$ cat src/rtl/phdm_pkg.sv
// phdm_pkg: widths, register indexes, reset values and control structs
// for the peak hold decay meter
// no dependencies
package phdm_pkg;

  // field widths
  localparam int LEVEL_IN_W = 8;
  localparam int LEVEL_W    = 7;
  localparam int HOLD_W     = 8;
  localparam int AVG_W      = 8;
  localparam int CFG_W      = 8;
  localparam int CFG_IDX_W  = 1;

  // decay divide: numerator is (avg-1)*peak + level, quotient never exceeds peak
  localparam int PROD_W     = AVG_W + LEVEL_W;
  localparam int DIV_STEPS  = LEVEL_W;
  localparam int DIV_CNT_W  = $clog2(DIV_STEPS);

  // configuration register indexes
  localparam logic [CFG_IDX_W-1:0] CFG_HOLD_TICKS = 1'd0;
  localparam logic [CFG_IDX_W-1:0] CFG_AVG_FACTOR = 1'd1;

  // configuration reset values
  localparam logic [HOLD_W-1:0] HOLD_RESET = 8'd5;
  localparam logic [AVG_W-1:0]  AVG_RESET  = 8'd6;

  // controller to datapath commands
  typedef struct packed {
    logic load;
    logic eval;
    logic div_init;
    logic div_step;
    logic div_last;
    logic emit;
  } phdm_cmd_t;

  // datapath to controller status
  typedef struct packed {
    logic decay;
    logic new_peak;
  } phdm_sts_t;

endpackage

$ cat src/rtl/phdm_if.sv
// phdm_in_if and phdm_out_if: valid/ready channels of the meter
// depends on phdm_pkg
interface phdm_in_if import phdm_pkg::*; ();
  logic                  valid;
  logic                  ready;
  logic [LEVEL_IN_W-1:0] level_in;

  modport source (output valid, output level_in, input ready);
  modport sink   (input valid, input level_in, output ready);
endinterface

interface phdm_out_if import phdm_pkg::*; ();
  logic               valid;
  logic               ready;
  logic [LEVEL_W-1:0] level_out;
  logic [LEVEL_W-1:0] peak_out;

  modport source (output valid, output level_out, output peak_out, input ready);
  modport sink   (input valid, input level_out, input peak_out, output ready);
endinterface

$ cat src/rtl/peak_hold_decay_meter_core.sv
// peak_hold_decay_meter_core: top level of the peak hold meter with decay
// depends on phdm_pkg, phdm_if, phdm_ctrl and phdm_dp
//
//   channel  dir  handshake            payload
//   in_ch    in   valid/ready          level_in[7:0]
//   out_ch   out  valid/ready          level_out[6:0], peak_out[6:0]
//   cfg      in   cfg_we               cfg_idx[0], cfg_wdata[7:0]
//
// one word at a time: accept, evaluate, then emit when the peak is held or
// replaced; a decaying word adds a divide set-up step and the steps of the
// restoring divider (one quotient bit each) between evaluate and emit
// a result waiting in the output register does not block the next accept;
// emit waits while out_ch stalls with a word still held
// rst_n is synchronous: peak returns to full scale, hold count to zero,
// hold_ticks to 5 and avg_factor to 6
module peak_hold_decay_meter_core import phdm_pkg::*; #(
  parameter int unsigned FULL_SCALE = 80
) (
  input  logic                 clk,
  input  logic                 rst_n,
  phdm_in_if.sink              in_ch,
  phdm_out_if.source           out_ch,
  input  logic                 cfg_we,
  input  logic [CFG_IDX_W-1:0] cfg_idx,
  input  logic [CFG_W-1:0]     cfg_wdata
);

  localparam logic [LEVEL_W-1:0] FULL = LEVEL_W'(FULL_SCALE);

  phdm_cmd_t cmd;
  phdm_sts_t sts;

  // sequencer
  phdm_ctrl u_ctrl (
    .clk       (clk),
    .rst_n     (rst_n),
    .in_valid  (in_ch.valid),
    .in_ready  (in_ch.ready),
    .out_valid (out_ch.valid),
    .out_ready (out_ch.ready),
    .sts       (sts),
    .cmd       (cmd)
  );

  // arithmetic and state
  phdm_dp #(
    .FULL_SCALE (FULL_SCALE)
  ) u_dp (
    .clk       (clk),
    .rst_n     (rst_n),
    .cfg_we    (cfg_we),
    .cfg_idx   (cfg_idx),
    .cfg_wdata (cfg_wdata),
    .level_in  (in_ch.level_in),
    .cmd       (cmd),
    .sts       (sts),
    .level_out (out_ch.level_out),
    .peak_out  (out_ch.peak_out)
  );

  // only one word in flight
  a_one_word: assert property (@(posedge clk) disable iff (!rst_n)
    (in_ch.valid && in_ch.ready) |=> !in_ch.ready)
    else $error("input accepted while a word is in flight");

  // emit never overwrites a word not yet taken
  a_emit_free: assert property (@(posedge clk) disable iff (!rst_n)
    cmd.emit |-> (!out_ch.valid || out_ch.ready))
    else $error("output register overwritten");

  // peak never falls below the clamped level
  a_peak_ge_level: assert property (@(posedge clk) disable iff (!rst_n)
    out_ch.valid |-> (out_ch.peak_out >= out_ch.level_out))
    else $error("peak below level");

  // peak stays within full scale
  a_peak_range: assert property (@(posedge clk) disable iff (!rst_n)
    out_ch.valid |-> (out_ch.peak_out <= FULL))
    else $error("peak above full scale");

endmodule

$ cat src/rtl/phdm_ctrl.sv
// phdm_ctrl: sequencing state machine for the peak hold decay meter
// depends on phdm_pkg
module phdm_ctrl import phdm_pkg::*; (
  input  logic      clk,
  input  logic      rst_n,
  input  logic      in_valid,
  output logic      in_ready,
  output logic      out_valid,
  input  logic      out_ready,
  input  phdm_sts_t sts,
  output phdm_cmd_t cmd
);

  typedef enum logic [2:0] {
    S_IDLE,
    S_EVAL,
    S_DIV_INIT,
    S_DIV,
    S_EMIT
  } state_t;

  localparam logic [DIV_CNT_W-1:0] CNT_LAST = DIV_CNT_W'(DIV_STEPS - 1);

  state_t               state_r, state_nxt;
  logic [DIV_CNT_W-1:0] cnt_r, cnt_nxt;
  logic                 out_valid_r, out_valid_nxt;
  logic                 accept;
  logic                 out_free;

  assign in_ready  = (state_r == S_IDLE);
  assign out_valid = out_valid_r;
  assign accept    = in_valid && in_ready;
  assign out_free  = !out_valid_r || out_ready;

  // commands
  always_comb begin
    cmd          = '0;
    cmd.load     = accept;
    cmd.eval     = (state_r == S_EVAL);
    cmd.div_init = (state_r == S_DIV_INIT);
    cmd.div_step = (state_r == S_DIV);
    cmd.div_last = (state_r == S_DIV) && (cnt_r == CNT_LAST);
    cmd.emit     = (state_r == S_EMIT) && out_free;
  end

  // next state
  always_comb begin
    state_nxt = state_r;
    cnt_nxt   = cnt_r;
    case (state_r)
      S_IDLE: begin
        if (accept) state_nxt = S_EVAL;
      end
      S_EVAL: begin
        if (sts.decay) state_nxt = S_DIV_INIT;
        else           state_nxt = S_EMIT;
      end
      S_DIV_INIT: begin
        cnt_nxt   = '0;
        state_nxt = S_DIV;
      end
      S_DIV: begin
        cnt_nxt = cnt_r + 1'b1;
        if (cnt_r == CNT_LAST) state_nxt = S_EMIT;
      end
      S_EMIT: begin
        if (out_free) state_nxt = S_IDLE;
      end
      default: state_nxt = S_IDLE;
    endcase
  end

  // output valid: set on emit, cleared when the word is taken
  always_comb begin
    out_valid_nxt = out_valid_r;
    if (cmd.emit)      out_valid_nxt = 1'b1;
    else if (out_ready) out_valid_nxt = 1'b0;
  end

  always_ff @(posedge clk) begin
    if (!rst_n) begin
      state_r     <= S_IDLE;
      cnt_r       <= '0;
      out_valid_r <= 1'b0;
    end else begin
      state_r     <= state_nxt;
      cnt_r       <= cnt_nxt;
      out_valid_r <= out_valid_nxt;
    end
  end

endmodule

$ cat src/rtl/phdm_dp.sv
// phdm_dp: datapath of the meter: config registers, peak and hold state,
// decay multiply and restoring divider, output register; depends on phdm_pkg
module phdm_dp import phdm_pkg::*; #(
  parameter int unsigned FULL_SCALE = 80
) (
  input  logic                  clk,
  input  logic                  rst_n,
  input  logic                  cfg_we,
  input  logic [CFG_IDX_W-1:0]  cfg_idx,
  input  logic [CFG_W-1:0]      cfg_wdata,
  input  logic [LEVEL_IN_W-1:0] level_in,
  input  phdm_cmd_t             cmd,
  output phdm_sts_t             sts,
  output logic [LEVEL_W-1:0]    level_out,
  output logic [LEVEL_W-1:0]    peak_out
);

  localparam logic [LEVEL_W-1:0] FULL = LEVEL_W'(FULL_SCALE);

  logic [HOLD_W-1:0]  hold_ticks_r;
  logic [AVG_W-1:0]   avg_factor_r;
  logic [LEVEL_W-1:0] peak_r, peak_nxt;
  logic [HOLD_W-1:0]  hold_r, hold_nxt;
  logic [LEVEL_W-1:0] lvl_r;
  logic [PROD_W-1:0]  prod_r;
  logic [AVG_W-1:0]   rem_r;
  logic [LEVEL_W-1:0] quo_r;
  logic [LEVEL_W-1:0] out_level_r;
  logic [LEVEL_W-1:0] out_peak_r;

  logic [LEVEL_W-1:0] lvl_clamp;
  logic [AVG_W-1:0]   divisor;
  logic [AVG_W-1:0]   div_m1;
  logic [PROD_W-1:0]  prod_nxt;
  logic [AVG_W:0]     trial;
  logic [AVG_W:0]     diff;
  logic               ge;
  logic [AVG_W-1:0]   rem_nxt;
  logic [LEVEL_W-1:0] quo_nxt;

  // clamp to full scale
  assign lvl_clamp = (level_in > LEVEL_IN_W'(FULL)) ? FULL : level_in[LEVEL_W-1:0];

  // status for the evaluation cycle
  assign sts.new_peak = (lvl_r > peak_r);
  assign sts.decay    = !sts.new_peak && (hold_r == '0);

  // divisor, zero acts as one
  assign divisor = (avg_factor_r == '0) ? AVG_W'(1) : avg_factor_r;
  assign div_m1  = divisor - 1'b1;

  // decay numerator
  assign prod_nxt = PROD_W'(div_m1) * PROD_W'(peak_r) + PROD_W'(lvl_r);

  // one restoring divide step
  assign trial   = {rem_r, quo_r[LEVEL_W-1]};
  assign diff    = trial - {1'b0, divisor};
  assign ge      = (trial >= {1'b0, divisor});
  assign rem_nxt = ge ? diff[AVG_W-1:0] : trial[AVG_W-1:0];
  assign quo_nxt = {quo_r[LEVEL_W-2:0], ge};

  // peak and hold update
  always_comb begin
    peak_nxt = peak_r;
    hold_nxt = hold_r;
    if (cmd.eval) begin
      if (sts.new_peak) begin
        peak_nxt = lvl_r;
        hold_nxt = hold_ticks_r;
      end else if (hold_r != '0) begin
        hold_nxt = hold_r - 1'b1;
      end
    end else if (cmd.div_last) begin
      peak_nxt = quo_nxt;
    end
  end

  // control state and config registers
  always_ff @(posedge clk) begin
    if (!rst_n) begin
      hold_ticks_r <= HOLD_RESET;
      avg_factor_r <= AVG_RESET;
      peak_r       <= FULL;
      hold_r       <= '0;
    end else begin
      peak_r <= peak_nxt;
      hold_r <= hold_nxt;
      if (cfg_we) begin
        case (cfg_idx)
          CFG_HOLD_TICKS: hold_ticks_r <= cfg_wdata[HOLD_W-1:0];
          CFG_AVG_FACTOR: avg_factor_r <= cfg_wdata[AVG_W-1:0];
          default: ;
        endcase
      end
    end
  end

  // payload registers
  always_ff @(posedge clk) begin
    if (cmd.load) lvl_r <= lvl_clamp;
    if (cmd.eval) prod_r <= prod_nxt;
    if (cmd.div_init) begin
      rem_r <= prod_r[PROD_W-1:LEVEL_W];
      quo_r <= prod_r[LEVEL_W-1:0];
    end else if (cmd.div_step) begin
      rem_r <= rem_nxt;
      quo_r <= quo_nxt;
    end
    if (cmd.emit) begin
      out_level_r <= lvl_r;
      out_peak_r  <= peak_r;
    end
  end

  assign level_out = out_level_r;
  assign peak_out  = out_peak_r;

endmodule

$ cat src/flat_wrapper.sv
// flat-port wrapper written by rule: the top's interface ports become plain ports
module peak_hold_decay_meter_core_flat import phdm_pkg::*;
#(
  parameter int unsigned FULL_SCALE = 80
)
  (clk, rst_n, cfg_we, cfg_idx, cfg_wdata, in_ch_valid, in_ch_level_in, in_ch_ready, out_ch_valid, out_ch_level_out, out_ch_peak_out, out_ch_ready);
  phdm_in_if in_ch_i ();
  phdm_out_if out_ch_i ();
  input  logic clk;
  input  logic rst_n;
  input  logic cfg_we;
  input  logic [CFG_IDX_W-1:0] cfg_idx;
  input  logic [CFG_W-1:0] cfg_wdata;
  input wire logic [$bits(in_ch_i.valid)-1:0] in_ch_valid;
  input wire logic [$bits(in_ch_i.level_in)-1:0] in_ch_level_in;
  output wire logic [$bits(in_ch_i.ready)-1:0] in_ch_ready;
  output wire logic [$bits(out_ch_i.valid)-1:0] out_ch_valid;
  output wire logic [$bits(out_ch_i.level_out)-1:0] out_ch_level_out;
  output wire logic [$bits(out_ch_i.peak_out)-1:0] out_ch_peak_out;
  input wire logic [$bits(out_ch_i.ready)-1:0] out_ch_ready;
  assign in_ch_i.valid = in_ch_valid;
  assign in_ch_i.level_in = in_ch_level_in;
  assign in_ch_ready = in_ch_i.ready;
  assign out_ch_valid = out_ch_i.valid;
  assign out_ch_level_out = out_ch_i.level_out;
  assign out_ch_peak_out = out_ch_i.peak_out;
  assign out_ch_i.ready = out_ch_ready;
  peak_hold_decay_meter_core #(.FULL_SCALE(FULL_SCALE)) u_core (.clk(clk), .rst_n(rst_n), .in_ch(in_ch_i), .out_ch(out_ch_i), .cfg_we(cfg_we), .cfg_idx(cfg_idx), .cfg_wdata(cfg_wdata));
endmodule
$ cat config.mk
export PLATFORM = sky130hd
export DESIGN_NAME = peak_hold_decay_meter_core_flat
export DESIGN_NICKNAME = d
export VERILOG_FILES = /design/src/rtl/phdm_pkg.sv /design/src/rtl/phdm_if.sv /design/src/rtl/peak_hold_decay_meter_core.sv /design/src/rtl/phdm_ctrl.sv /design/src/rtl/phdm_dp.sv /design/src/flat_wrapper.sv
export SDC_FILE = /design/constraint.sdc
export NUM_CORES = 1
export LEC_CHECK = 0
export ABC_AREA = 1
export BUFFER_PORTS_ARGS = -buffer_cell sky130_fd_sc_hd__buf_2
export CORE_ASPECT_RATIO = 0.6
export CORE_MARGIN = 5
export CORE_UTILIZATION = 45
export CTS_CLUSTER_DIAMETER = 200
export DETAILED_ROUTE_END_ITERATION = 8
export PLACE_DENSITY = 0.64
export SYNTH_ARGS = -nofsm -noshare
export SYNTH_HDL_FRONTEND = slang
export SYNTH_SLANG_ARGS = --single-unit
export TNS_END_PERCENT = 10
$ cat constraint.sdc
create_clock -name clk -period 5.55 [get_ports clk]
set_input_delay 0.8325 -clock clk [delete_from_list [all_inputs] [get_ports clk]]
set_output_delay 0.8325 -clock clk [all_outputs]
set_load 0.02 [all_outputs]
* After elaboration in Yosys (flattened, before gate mapping)
Index checks and enable logic that the tools add are counted.
** Storage, ports and cells
- Output and inout port bits :: 16
- Register bits :: 89
- Logic and storage cells :: 71
- Input port bits :: 22
** Cells by class
- Equal/unequal tests :: 9
- Add/subtract/negate cells :: 5
- Magnitude comparators :: 3
- Reductions and logical operators :: 20
- Muxes and demuxes :: 19
- $mul :: 1
- Bitwise gates (word level) :: 1
** Operators by type and width (count)
- $mux W8 :: 6
- $mux W7 :: 5
- $logic_not A8 Y1 :: 2
- $sub A8 B1 Y8 const B :: 2
- $add A15 B7 Y15 :: 1
- $mul A8 B7 Y15 :: 1
- $pmux W3 S5 :: 1
- $mux W3 :: 4
- $ge A9 B8 Y1 :: 1
- $gt A8 B7 Y1 const B :: 1
- $reduce_and A2 Y1 :: 4
- $reduce_bool A2 Y1 :: 4
- $reduce_bool A8 Y1 :: 1
- $sub A8 B8 Y8 :: 1
- $gt A7 B7 Y1 :: 1
- $eq A3 B2 Y1 const B :: 2
- $eq A3 B3 Y1 const B :: 2
- $ne A2 B2 Y1 const B :: 3
- $pmux W3 S2 :: 1
- $logic_and A1 B1 Y1 :: 4
- $add A3 B1 Y3 const B :: 1
- $eq A3 B1 Y1 const B :: 1
- $logic_not A3 Y1 :: 1
- $reduce_and A3 Y1 :: 1
- 5 further kinds :: 7

* Depth between registers and ports, before layout
- Depth after elaboration :: 6
- Depth in mapped cells :: 24
- Depth with buffers taken out :: 24

* Hierarchy
Synthesis repeated with hierarchy kept, for this count alone.
** Unflattened totals
- Cells, all modules :: 785
- Area total of the unflattened synthesis :: 6483.7 um^2
** Modules (own cells, without submodules)
- phdm_dp :: area each 6063.3 um^2, instances 1, cells each 723, seq. area each 2152.1 um^2
- phdm_ctrl :: area each 420.4 um^2, instances 1, cells each 62, seq. area each 140.1 um^2

* Worst setup path after synthesis
Ideal clock, no wire load.
- Kind :: flip-flop to flip-flop
- From :: reg u_core.u_dp.avg_factor_r[2]
- To :: reg u_core.u_dp.prod_r[11] (data pin)
- Library setup time :: 0.262 ns
- Period minus slack after synthesis :: 5.047 ns
- Cell stages (with the launch flop) :: 25
- Data required time :: 5.288 ns
- Arrival time :: 4.785 ns
- Slack :: 0.503 ns
- Buffers on the path :: 0
- Cell sequence :: dfxtp_1 -> nor2_1 -> nand2_1 -> inv_1 -> nand4_1 -> nand2_2 -> inv_1 -> ha_1 -> nand2_1 -> xor2_1 -> nor2_1 -> fa_1 -> inv_1 -> fa_1 -> inv_1 -> fa_1 -> inv_1 -> fa_1 -> inv_1 -> ha_1 -> a21oi_1 -> o21ai_0 -> a21oi_1 -> o21ai_1 -> xor2_1
** Between the ends
- Cells in the longest elaborated chain, start to end :: 5
** Ends and longest elaborated chain
- from (decl) :: RTL line phdm_dp.sv:21 : logic [AVG_W-1:0] avg_factor_r;
- from (signal assigned) :: RTL line phdm_dp.sv:91 : CFG_AVG_FACTOR: avg_factor_r <= cfg_wdata[AVG_W-1:0];
- $logic_not A8 Y1 :: RTL line phdm_dp.sv:49 : assign divisor = (avg_factor_r == '0) ? AVG_W'(1) : avg_factor_r;
- $mux W8 (*) :: RTL line phdm_dp.sv:49
- $sub A8 B1 Y8 (*) :: RTL line phdm_dp.sv:50 : assign div_m1 = divisor - 1'b1;
- $mul A8 B7 Y15 (*) :: RTL line phdm_dp.sv:53 : assign prod_nxt = PROD_W'(div_m1) * PROD_W'(peak_r) + PROD_W'(lvl_r);
- $add A15 B7 Y15 (*) :: RTL line phdm_dp.sv:53
- net u_core.u_dp.prod_nxt[11] :: RTL line phdm_dp.sv:34 : logic [PROD_W-1:0] prod_nxt;
- to (signal assigned) :: RTL line phdm_dp.sv:101 : if (cmd.eval) prod_r <= prod_nxt;
- to (decl) :: RTL line phdm_dp.sv:25 : logic [PROD_W-1:0] prod_r;
The timed path passes the listed nets; every way through them passes the cells marked *.
A chain may end at the register's enable or synchronous reset.

* Final worst setup path
- From :: reg u_core.u_dp.avg_factor_r[2]
- To :: reg u_core.u_dp.prod_r[10] (data pin)
The elaborated chain is that of the path after synthesis.

==> impl_metrics.py <==
metrics = {
    "worst_setup_path": {
        "worst_ep_required_time_ns": 5.64,
        "crit_arrival_ns": 5.29,
        "crit_path_max_incr_delay_ns": 0.55,
        "start_kind": "register",
        "path_common_cell": "inv_1",
        "path_class": "reg -> reg",
        "cp-startpoint": "u_core.u_dp.avg_factor_r[2]$_SDFFE_PN1P_",
        "worstPathMaxFanout": 4,
        "endpoint_kind": "register",
        "reg2reg_from": "u_core.u_dp.avg_factor_r[2]$_SDFFE_PN1P_",
        "cpMaxStageDelayCell": "fa_1",
        "crit_chain": "nor2_1 > nand2_1 > inv_1 > nand4_1 > nand2_2 > inv_1 > ha_1 > or2_2 > nand2_2 > inv_1 > nand2_1 > fa_1 > fa_1 > inv_1 > fa_1 > inv_1 > fa_1 > inv_1 > ha_2 > nand2_1 > nor2_1 > a21oi_1 > buf_4 > xnor2_2",
    },
    "grt": {
        "grt_max_degree": 32,
        "track_usage_pct": 19.9,
        "grt_pass1_vias": 4947,
        "grt.overflow.total": 0,
        "antenna_found_initial": 0,
        "grt_first_pass_wirelength_mm": 25.9,
    },
    "min_path": {
        "worstHoldPathType": "reg -> reg",
        "hp-start": "u_core.u_dp.hold_ticks_r[7]$_SDFFE_PN0P_",
    },
    "run": {
        "max-cap-violations": 0,
    },
    "clocking": {
        "cts_tree": "done",
        "cts_buffers": 9,
        "clock_path_buffers": 2,
        "clk_latency_ns": 0.35,
        "clock-sinks": 89,
        "clockRootBuffer": "clkbuf_16",
        "cts_htree_levels": 3,
        "path_clk_slew_ns": 0.08,
    },
    "timing": {
        "rsz0062_at_grt": "false",
        "min_period_ns": 5.21,
        "period_share_pct": 93.8,
        "setup_tns_ns": 0,
        "tightest_slew_ns": 1.14,
        "finClkSkew_ns": 0.0110,
        "slew_headroom_pct": 23.5,
        "worst_slack_ns": 0.342,
        "finalSetupViolations": 0,
        "hold_violations": 0,
        "max_freq_mhz": 192,
        "hold_slack_ns": 0.470,
        "drv_slew": 0,
    },
    "die": {
        "chipWidth_microns": 164,
        "start_util_pct": 46.4,
        "dieHeight_microns": 102,
        "core-area_sq_mm": 0.0138,
        "rows": 33,
        "ios": 38,
        "die_area_sq_mm": 0.0168,
    },
    "detailed_routing": {
        "drc": 0,
        "routedWlPerCell_microns": 15.9,
        "drt_iter0_markers": 371,
        "viasPerCell": 5.12,
        "drt_pre_antenna_iters": 7,
        "ant_nets": 0,
        "via_count": 5181,
        "routed_wl_mm": 16.1,
    },
    "yosys": {
        "syn_area_per_cell_sq_um": 8.30,
        "async_flop_share_pct": 0,
        "synth_area_leaders": "edfxtp_1 24%, dfxtp_1 12%, fa_1 12%",
        "synthesis.area_sq_mm": 0.00640,
        "synth_flop_cell": "edfxtp_1",
        "synth_top_cell_by_area": "edfxtp_1",
        "synthTopCellsByCount": "178 x nand2_1, 126 x inv_1, 97 x nor2_1, 55 x ha_1, 51 x edfxtp_1",
        "synth_edf_count": 51,
        "yosys_warnings": 0,
        "ys_seq_area_share_pct": 35.8,
        "synth_top_cell_area_share_pct": 23.9,
        "synth_fp_nets": 885,
        "ys_seq_elements": 89,
        "synth_cells": 771,
        "ys_types": 38,
        "yosysMostFrequentCell": "nand2_1",
    },
    "finish": {
        "post-route-util_pct": 51.8,
        "finalNonFillerCells": 1012,
        "drive_above_1_share_pct": 12.3,
        "fill_cells": 1360,
        "design_area_sq_mm": 0.00714,
        "antennaDiodeCount": 0,
        "fin_nets": 929,
        "area_growth_pct": 11.6,
    },
    "power": {
        "p_total_mw": 4.54,
        "ir_drop_mv": 0.493,
        "p_leak_nw": 3.48,
        "powerDensity_mw_per_mm2": 636,
    },
    "place": {
        "gp_congestion": 0.985,
        "portBuffers": 37,
        "dpl_cell_area_sq_mm": 0.00679,
        "dp.cells": 995,
        "dpl_worst_slack_ns": 0.250,
        "hpwlAfterDp_mm": 12.8,
    },
    "run_status": {
        "outcome": "completed",
    },
}
==> cells in the final DEF (no fill, tap or decap), drive strengths merged, types with 10 or more instances in the layout <==
cell type and instances:
nor2 103, dfxtp 38, ha 55, xor2 12
clkbuf 10, nand3 26, nand2 188, buf 42
o21ai 42, fa 37, a21oi 43, edfxtp 51
inv 137
==> what timing repair did <==
item	4_1_cts	5_1_grt
hold buffers	0	0
buffers inserted	0	1
resized for setup	0	8
endpoints found under the setup margin	0	6
==> routing by layer <==
| layer | share of wire (%) | global-route usage, % |
|---|---|---|
| met3 | 6.4 | 3.71 |
| met1 | 52 | 31.4 |
| met4 | 1.0 | 3.67 |
| met5 | 0 | 0 |
| met2 | 41 | 28.7 |
==> critical path, delay by kind of cell (launching register included) <==
kind	cells	cell delay, ns
xor+xnor	1	0.13
simple gates	9	1.16
fa+ha+maj	6	2.64
compound gates	1	0.12
flops	1	0.33
buf+inv	7	0.55
==> final timing paths <==
path / end / slack, ns / depth (start not counted)
hold / removal: u_core.u_dp.hold_ticks_r[7]$_SDFFE_PN0P_ / 0.47 / 2
setup reg to reg: u_core.u_dp.prod_r[10]$_DFFE_PP_ / 0.34 / 24
hold reg to reg: u_core.u_dp.hold_ticks_r[7]$_SDFFE_PN0P_ / 0.47 / 2
setup / recovery: u_core.u_dp.prod_r[10]$_DFFE_PP_ / 0.34 / 24
==> cell families after synthesis <==
family	Yosys count	share of synthesized area [%]
buffers and inverters	142	8.96
AND/OR/NAND/NOR	335	22.1
flip-flops	89	35.8
AO/OA/AOI/OAI	94	8.15
XOR/XNOR	19	2.60
adder cells (fa/ha/maj)	92	22.3
==> flip-flops by register name (all words and copies together), names as in the netlist, 8 cells and up <==
| name | flops |
|---|---|
| u_core.u_dp.prod_r | 15 |
| u_core.u_dp.avg_factor_r | 8 |
| u_core.u_dp.hold_r | 8 |
| u_core.u_dp.hold_ticks_r | 8 |
| u_core.u_dp.rem_r | 8 |
==> where the power goes <==
part | total, mW | internal, mW | leakage [nW] | switching, mW
clock | 0.639 | 0.345 | 0.155 | 0.294
sequential | 1.19 | 1.03 | 0.781 | 0.159
combinational | 2.71 | 0.955 | 2.54 | 1.76
total | 4.54 | 2.33 | 3.48 | 2.21
==> final cells by class <==
class,instances,area [sq um],area share [%]
multi-input combinational,540,3570,50.0
tap,192,240,3.36
inverter,133,507,7.10
clock inverter,6,60.1,0.841
sequential,89,2290,32.1
clock buffer,10,250,3.51
timing repair buffer,42,223,3.12
Note: power is estimated with default switching activity, not from simulation.
